--- config.mk ---
export PLATFORM = sky130hd
export DESIGN_NAME = lfxr_ctrl
export DESIGN_NICKNAME = d
export VERILOG_FILES = /design/src/rtl/core/lfxr_pkg.sv /design/src/rtl/core/lfxr_ctrl.sv
export SDC_FILE = /design/constraint.sdc
export NUM_CORES = 1
export LEC_CHECK = 0
export BUFFER_PORTS_ARGS = -buffer_cell sky130_fd_sc_hd__buf_2
export CORE_AREA = 2 2 39 41
export CTS_CLUSTER_DIAMETER = 60
export DETAILED_ROUTE_END_ITERATION = 12
export DIE_AREA = 0 0 41 43
export GPL_ROUTABILITY_DRIVEN = 0
export GPL_TIMING_DRIVEN = 0
export PLACE_DENSITY = 0.5
export SLEW_MARGIN = 20
export SYNTH_ARGS = -nofsm -noshare
export SYNTH_HDL_FRONTEND = slang
export SYNTH_SLANG_ARGS = --single-unit
--- constraint.sdc ---
create_clock -name clk_i -period 1.1 [get_ports clk_i]
set_input_delay 0.165 -clock clk_i [delete_from_list [all_inputs] [get_ports clk_i]]
set_output_delay 0.165 -clock clk_i [all_outputs]
set_load 0.005 [all_outputs]
--- src/rtl/core/lfxr_pkg.sv ---
// Package with the constants and types of the lagged Fibonacci xor generator.
`default_nettype none

package lfxr_pkg;

  localparam int unsigned WORD_W = 32;
  localparam int unsigned RING_DEPTH = 256;
  localparam int unsigned IDX_W = $clog2(RING_DEPTH);

  localparam logic [WORD_W-1:0] LCG_MUL = WORD_W'(67397);
  localparam logic [WORD_W-1:0] LCG_ADD = WORD_W'(7364893);
  localparam logic [WORD_W-1:0] SEED_RESET = WORD_W'(1);

  localparam logic [IDX_W-1:0] LAG_A = IDX_W'(24);
  localparam logic [IDX_W-1:0] LAG_B = IDX_W'(55);
  localparam logic [IDX_W-1:0] LAG_C = IDX_W'(61);

  typedef enum logic [2:0] {
    ST_LOAD,
    ST_FILL,
    ST_IDLE,
    ST_RD_A,
    ST_RD_B,
    ST_RD_C,
    ST_WR
  } state_e;

  typedef enum logic [1:0] {
    LAG_SEL_A,
    LAG_SEL_B,
    LAG_SEL_C
  } lag_sel_e;

  typedef struct packed {
    logic     load;
    logic     fill;
    lag_sel_e rd_sel;
    logic     cap_a;
    logic     cap_sum;
    logic     draw;
  } ctrl_cmd_t;

  typedef struct packed {
    logic fill_last;
    logic out_free;
  } dp_status_t;

endpackage

`default_nettype wire

--- src/rtl/core/lfxr_ctrl.sv ---
// Controller state machine that sequences ring fills and draws.
`default_nettype none

module lfxr_ctrl (
  input  wire logic                 clk_i,
  input  wire logic                 rst_ni,
  input  wire logic                 in_valid_i,
  input  wire logic                 in_reseed_i,
  output logic                      in_ready_o,
  input  wire lfxr_pkg::dp_status_t status_i,
  output lfxr_pkg::ctrl_cmd_t       cmd_o
);

  lfxr_pkg::state_e state_q, state_d;
  logic             pend_q, pend_d;

  always_ff @(posedge clk_i or negedge rst_ni) begin
    if (!rst_ni) begin
      state_q <= lfxr_pkg::ST_LOAD;
      pend_q  <= 1'b0;
    end else begin
      state_q <= state_d;
      pend_q  <= pend_d;
    end
  end

  always_comb begin
    state_d = state_q;
    pend_d  = pend_q;
    unique case (state_q)
      lfxr_pkg::ST_LOAD: begin
        state_d = lfxr_pkg::ST_FILL;
      end
      lfxr_pkg::ST_FILL: begin
        if (status_i.fill_last) begin
          state_d = pend_q ? lfxr_pkg::ST_RD_A : lfxr_pkg::ST_IDLE;
          pend_d  = 1'b0;
        end
      end
      lfxr_pkg::ST_IDLE: begin
        if (in_valid_i) begin
          if (in_reseed_i) begin
            state_d = lfxr_pkg::ST_LOAD;
            pend_d  = 1'b1;
          end else begin
            state_d = lfxr_pkg::ST_RD_A;
          end
        end
      end
      lfxr_pkg::ST_RD_A: state_d = lfxr_pkg::ST_RD_B;
      lfxr_pkg::ST_RD_B: state_d = lfxr_pkg::ST_RD_C;
      lfxr_pkg::ST_RD_C: state_d = lfxr_pkg::ST_WR;
      lfxr_pkg::ST_WR: begin
        if (status_i.out_free) begin
          state_d = lfxr_pkg::ST_IDLE;
        end
      end
      default: state_d = lfxr_pkg::ST_LOAD;
    endcase
  end

  always_comb begin
    in_ready_o   = 1'b0;
    cmd_o        = '0;
    cmd_o.rd_sel = lfxr_pkg::LAG_SEL_A;
    unique case (state_q)
      lfxr_pkg::ST_LOAD: cmd_o.load = 1'b1;
      lfxr_pkg::ST_FILL: cmd_o.fill = 1'b1;
      lfxr_pkg::ST_IDLE: in_ready_o = 1'b1;
      lfxr_pkg::ST_RD_A: cmd_o.rd_sel = lfxr_pkg::LAG_SEL_A;
      lfxr_pkg::ST_RD_B: begin
        cmd_o.rd_sel = lfxr_pkg::LAG_SEL_B;
        cmd_o.cap_a  = 1'b1;
      end
      lfxr_pkg::ST_RD_C: begin
        cmd_o.rd_sel  = lfxr_pkg::LAG_SEL_C;
        cmd_o.cap_sum = 1'b1;
      end
      lfxr_pkg::ST_WR: begin
        cmd_o.rd_sel = lfxr_pkg::LAG_SEL_C;
        cmd_o.draw   = status_i.out_free;
      end
      default: cmd_o.load = 1'b0;
    endcase
  end

endmodule

`default_nettype wire

==> summary.md, run 1 <==
| Metric | Value |
|---|---|
| Die height | 43 um |
| Full die area | 1763 sq um |
| Slew at the pin closest to its max-slew limit | 0.1869 ns |
| Critical Setup Path Class | flop to output port |
| Fin. max-slew vios | 0 |
| Detailed-route via count | 334 |
| Post-Route M1 WL | 365 um |
| Final Setup Violations | 10 |
| Static Leak | 0.2501 nW |
| Amount of wire on met2 after detailed routing | 424 um |
| Fin nets | 67 |
| Synthesis Warnings | 0 |
| CP endpoint kind | output port |
| Final Skew | 0.002887 ns |
| Power Density | 3023 nW/um^2 |
| Critical Path Sink | cmd_o[4] |
| Sequential area share after synthesis | 34.33% |
| CP Launch Point | state_q[1] |
| Tcrit/Tclk final | 117.5% |
| Vias/cell | 4.453 |
| Largest net degree at the start of global routing | 11 |
| Slew HR | 87.44% |
| Initial antenna violation count | 0 |
| VDD IR max | 0.0009449 V |
| Worst Path Max Fanout | 8 |
| Post-route setup TNS | -1.634 ns |
| Initial drt markers | 1 |
| Drt drc | 0 |
| Failing checks | negative setup slack |
| Register bit total from synthesis | 4 |
| Antenna cells | 0 |
| R2R cell count | 4 |
| Clock root buffer | clkbuf_4 |
| Hold Crit Class | primary input to flop |
| Worst hold slack | roughly 0.23 ns |
| Power, Total | around 1.6 mW |
| GRT Residual Overflow | 0 |
| Die X | between 40 and 50 um |
| Reg2reg setup slack | -0.19 ns |
| Cells after synthesis | 33 |
| Synthesized area | 291.5 sq um |
| Layout fillers | 141 |
| H-tree depth | 1 |
| Origin of the critical flop-to-flop path | state_q[0] |
| Critical path launch point type | flop |
| TritonCTS buffer count | 3 |
| I/O pins | 14 |
| Per-cell routed wire length | 11.03 um |
| Row count | 14 |
| Mapped Avg Cell Area | just under 9 sq um |
| RSZ-0062 raised after global routing | true |
| Overall routing resource usage | a little over 10% |
| CTS tree | built |
| Worst endpoint data arrival time | 1.13 ns |
| Clock Sinks | 4 |
| Overall routed net length | about 830 um |
| Vias in the first global route | slightly above 300 |
| Yosys cell types | 19 |
| Worst reg2reg endpoint | state_q[1] |
| Post-route setup slack | -0.1921 ns |
| Layout cell share with drive strength beyond 1 | 72.88% |
| Detail Route Antenna Nets | 0 |
| First-pass GRT wire length | 1221 um |
| WL met3 | 37 um |
| I/O Buffers | 13 |
| Starting Density | 21.07% |
| Highest clock rate | 0.7740 GHz |
| Syn_nets | 39 |
| DRT Pass-1 Iters | 2 |
| Max-cap violations | 0 |
| Status | finished, violations left |
| P&R area growth vs syn | 81.97% |
| Final Hold Viols | 0 |
| Minimum clock period | approximately 1.3 ns |
| CP required | 0.94 ns |
| Worst-Skew Late Latency | between 0.2 and 0.25 ns |
| CTS max path bufs | 2 |
| Clock transition at path regs | 0.04 ns |
| CORE AREA | 1384 sq um |
| Max Used Layer | met3 |
[kinds of logic (layout without fill, tap and decap cells)]
logic type | Yosys count | in the layout | share of synthesized area [%]
AOI/OAI and AO/OA | 8 | 8 | 20.17
xor gates and xnor gates | 1 | 1 | 3.005
buffers and inverters | 4 | 30 | 11.59
DFF | 4 | 4 | 34.34
and+or+nand+nor | 16 | 16 | 30.91
[routing by layer]
layer / vias to the layer above / GRT usage, %
met1: 159 / 13.74
met2: 7 / 14.37
li1: 168 / -
met5: - / 0
met3: 0 / 0
met4: 0 / 8.000
[layout by cell type (no fill, tap or decap), drive strengths merged]
cell type / count
nand2: 4
o221a: 1
nor3b: 3
buf: 25
inv: 1
o31ai: 3
nor2: 2
dlygate4sd3: 1
dfrtp: 4
xor2: 1
o21ai: 3
nand2b: 1
and3: 1
clkbuf: 3
a21oi: 1
and2: 1
nand3b: 1
nor3: 3
[registers in the layout, summed over array words and instances, names as in the netlist]
| signal | flops |
|---|---|
| pend_q | 1 |
| state_q | 3 |
[worst min-delay path by stage]
stage | start | end | depth (start not counted) | slack [ns]
floorplan | rst_ni | pend_q | 0 | -0.13
global placement | rst_ni | state_q[1] | 1 | -0.03
detailed placement | rst_ni | state_q[1] | 1 | -0.03
CTS | in_valid_i | state_q[0] | 3 | 0.21
global route | in_valid_i | state_q[0] | 3 | 0.23
finish | in_valid_i | state_q[0] | 3 | 0.23
[cells in the mapped netlist (all sizes together)]
cell type / instances / share of area (%)
nand2b: 1 / 2.1
o221a: 1 / 3.9
dfrtp: 4 / 34
and2: 1 / 2.1
buf: 3 / 10
nand2: 4 / 6.0
o31ai: 3 / 9.4
nand3b: 1 / 2.6
xor2: 1 / 3.0
a21oi: 1 / 1.7
inv: 1 / 1.3
and3: 1 / 2.6
nor2: 2 / 2.6
o21ai: 3 / 5.1
nor3b: 3 / 7.7
nor3: 3 / 5.1
[critical path, cell delays in order (launching register included)]
cell and delay (ns):
dfrtp_1 0.36, buf_6 0.14, xor2_2 0.14, and2_1 0.13, buf_2 0.12
[cell type report]
type                    instances  area [sq um]  area share (%)
clock buffers                   3         22.52           4.245
multi-input cells              25         198.9           37.50
well taps                      16         20.02           3.774
inverters                       1         6.256           1.179
repair buffers                 23         146.4           27.59
flip-flops and latches          4         102.6           19.34
plain buffers                   3         33.78           6.368
[power by group]
group | internal, mW | switching, mW | leakage [nW]
registers | 0.227 | 0.0801 | 0.0471
logic | 0.636 | 0.478 | 0.189
clock network | 0.122 | 0.0606 | 0.0138
total | 0.985 | 0.618 | 0.250
[through the flow]
step	util [%]	setup WS [ns]	instances	instance area, sq um
after floorplan	-	0.1270	33	291.5
after global placement	27.22	0.002251	62	376.6
after detailed placement	27.22	-0.0009079	62	376.6
after CTS	34.18	-0.2041	72	473.0
after global routing	38.34	-0.2426	75	530.5
final	38.34	-0.1921	75	530.5
[timing repair]
| item | CTS | global route |
|---|---|---|
| gates resized for setup | 6 | 9 |
| buffers inserted | 6 | 2 |
| endpoints found under the setup margin | 8 | 10 |
| cloned | 0 | 1 |
| pin swaps | 3 | 2 |
| hold buffers | 1 | 0 |
| hold endpoints to repair | 4 | 0 |
Power figures use the tool's default switching activity.
==> run 2: changes to the inputs <==
RECOVER_POWER = 100   (was default)
==> run 2 against run 1 <==
The run still ends with negative setup slack left. Clock skew unchanged. Routed wire length fell by 0.24%. Count of clock-buffer cells in the layout unchanged. Flip-flop and latch count did not move. Combinational power about the same. Via count did not move. Non-clock buffer count stayed put.
==> summary.md, run 2 (synthesized netlist as in run 1, its figures left out) <==
| Metric | Value |
|---|---|
| Overall routed net length | 825 um (was 827 um) |
| H-tree depth | 1 (unchanged) |
| Clock Sinks | 4 (unchanged) |
| Worst hold slack | 0.2307 ns (unchanged) |
| CTS max path bufs | 2 (unchanged) |
| Max FFs per register | 3 (unchanged) |
| Multi-input gate area | 198.9 sq um (unchanged) |
| Most frequent cells in the layout | buf_2 (12), buf_4 (8), buf_6 (4) (was buf_2 (13), buf_4 (8), buf_6 (4)) |
| Fin. max-slew vios | 0 (unchanged) |
| Final Skew | 0.002887 ns (unchanged) |
| Largest net degree at the start of global routing | 11 (unchanged) |
| Clock transition at path regs | 0.04 ns (about the same) |
| P&R area growth vs syn | 81.54% (was 81.97%) |
| Initial drt markers | 1 (unchanged) |
| Drt drc | 0 (unchanged) |
| Vias in the first global route | 302 (unchanged) |
| DP Worst Slack | -0.0009079 ns (unchanged) |
| RSZ-0062 raised after global routing | true (unchanged) |
| Biggest register | state_q (unchanged) |
| Antenna cells | 0 (unchanged) |
| Post-DP Area | 376.6 sq um (unchanged) |
| Minimum clock period | 1.292 ns (about the same) |
| Non-Filler Instances | 75 (unchanged) |
| Detailed-route via count | 334 (unchanged) |
| Top flop regs | state_q (3), pend_q (1) (unchanged) |
| GRT Residual Overflow | 0 (unchanged) |
| VDD IR max | 0.0009448 V (was 0.0009449 V) |
| Critical path launch point type | flop (unchanged) |
| Most common cell after layout, fill and taps aside | buf_2 (unchanged) |
| Worst endpoint data arrival time | 1.13 ns (about the same) |
| Overall routing resource usage | 10.12% (unchanged) |
| Starting Density | 21.07% (unchanged) |
| Per-cell routed wire length | 11.00 um (was 11.03 um) |
| Power Density | 3029 nW/um^2 (was 3023 nW/um^2) |
| Highest clock rate | 0.7739 GHz (was 0.7740 GHz) |
| Tcrit/Tclk final | 117.5% (about the same) |
| CORE AREA | 1384 sq um (unchanged) |
| Layout fillers | 141 (unchanged) |
| Design area | 529.3 sq um (was 530.5 sq um) |
| Slew at the pin closest to its max-slew limit | 0.2020 ns (was 0.1869 ns) |
| Worst-Skew Late Latency | 0.23 ns (about the same) |
| DRT Pass-1 Iters | 2 (unchanged) |
| Layout cell share with drive strength beyond 1 | 71.19% (was 72.88%) |
| CP required | 0.94 ns (about the same) |
| Final Setup Violations | 10 (unchanged) |
| Hold Crit Class | primary input to flop (unchanged) |
| Detail Route Antenna Nets | 0 (unchanged) |
| Static Leak | 0.2474 nW (was 0.2501 nW) |
| Max-cap violations | 0 (unchanged) |
| Die X | 41 um (unchanged) |
| TritonCTS buffer count | 3 (unchanged) |
| Full die area | 1763 sq um (unchanged) |
| Die height | 43 um (unchanged) |
| First-pass GRT wire length | 1221 um (unchanged) |
| Slew HR | 86.53% (was 87.44%) |
| Post-route setup slack | -0.1921 ns (about the same) |
| Post-route setup TNS | -1.634 ns (about the same) |
| Fin nets | 67 (unchanged) |
| Status | finished, violations left (unchanged) |
| Worst Path Max Fanout | 8 (unchanged) |
| CP endpoint kind | output port (unchanged) |
| CTS tree | built (unchanged) |
| Critical Setup Path Class | flop to output port (unchanged) |
| Final Hold Viols | 0 (unchanged) |
| Initial antenna violation count | 0 (unchanged) |
| DP Cell Count | 62 (unchanged) |
| Row count | 14 (unchanged) |
| I/O Buffers | 13 (unchanged) |
| FF+latch area | 102.6 sq um (unchanged) |
| Failing checks | negative setup slack (unchanged) |
| Vias/cell | 4.453 (unchanged) |
| I/O pins | 14 (unchanged) |
| Clock root buffer | clkbuf_4 (unchanged) |
## run 2: cell count changes in the layout (fill, tap and decap cells not counted), sizes merged
cell,before,now
clkbuf,3,4
buf,25,24
## run 2: final cells by class
cell class	instances	area share (%)
Buffer	3	6.383
Clock buffer	3	4.255
Inverter	1	1.182
Multi-Input combinational cell	25	37.59
Sequential cell	4	19.39
Tap cell	16	3.783
Timing Repair Buffer	23	27.42
## run 2: final timing paths
kind | startpoint | endpoint | slack, ns | depth (start not counted)
worst max-delay path | state_q[1] | cmd_o[4] | -0.19 | 4
worst min-delay path | in_valid_i | state_q[0] | 0.23 | 3
worst max register to register | state_q[0] | state_q[1] | -0.19 | 4
worst min register to register | pend_q | pend_q | 0.52 | 2
max in group asynchronous | rst_ni | state_q[2] | 0.62 | 2
min in group asynchronous | rst_ni | pend_q | 0.28 | 2
## run 2: where the power goes
group	leakage, nW	switching, mW	total, mW	internal, mW
sequential	0.0471	0.0801	0.307	0.227
clock	0.0138	0.0606	0.183	0.122
combinational	0.186	0.478	1.11	0.635
total	0.247	0.618	1.60	0.985
## run 2: layer usage
| metal | vias up | global-route usage, % | share of wire, % |
|---|---|---|---|
| met5 | - | 0 | 0 |
| met4 | 0 | 8.000 | 0 |
| met3 | 0 | 0 | 4.5 |
| met2 | 7 | 14.37 | 51 |
| met1 | 159 | 13.74 | 44 |
| li1 | 168 | - | - |
## run 2: what timing repair did
action / CTS / global route
endpoints found under the setup margin: 8 / 10
cloned: 0 / 1
hold endpoints to repair: 4 / 0
pin swaps: 3 / 2
buffers inserted: 6 / 2
hold buffers: 1 / 0
gates resized for setup: 6 / 9
## run 2: critical path, cell delays in order, from the launching register on
cell     delay, ns
dfrtp_1       0.36
buf_6         0.14
xor2_2        0.14
and2_1        0.13
buf_2         0.12
## run 2: through the flow
| stage | util [%] | power (mW) |
|---|---|---|
| after floorplan | - | 0.7881 |
| after global placement | 27.22 | 0.9966 |
| after detailed placement | 27.22 | 0.9981 |
| after CTS | 34.18 | 1.425 |
| after global routing | 38.25 | 1.736 |
| final | 38.25 | 1.603 |
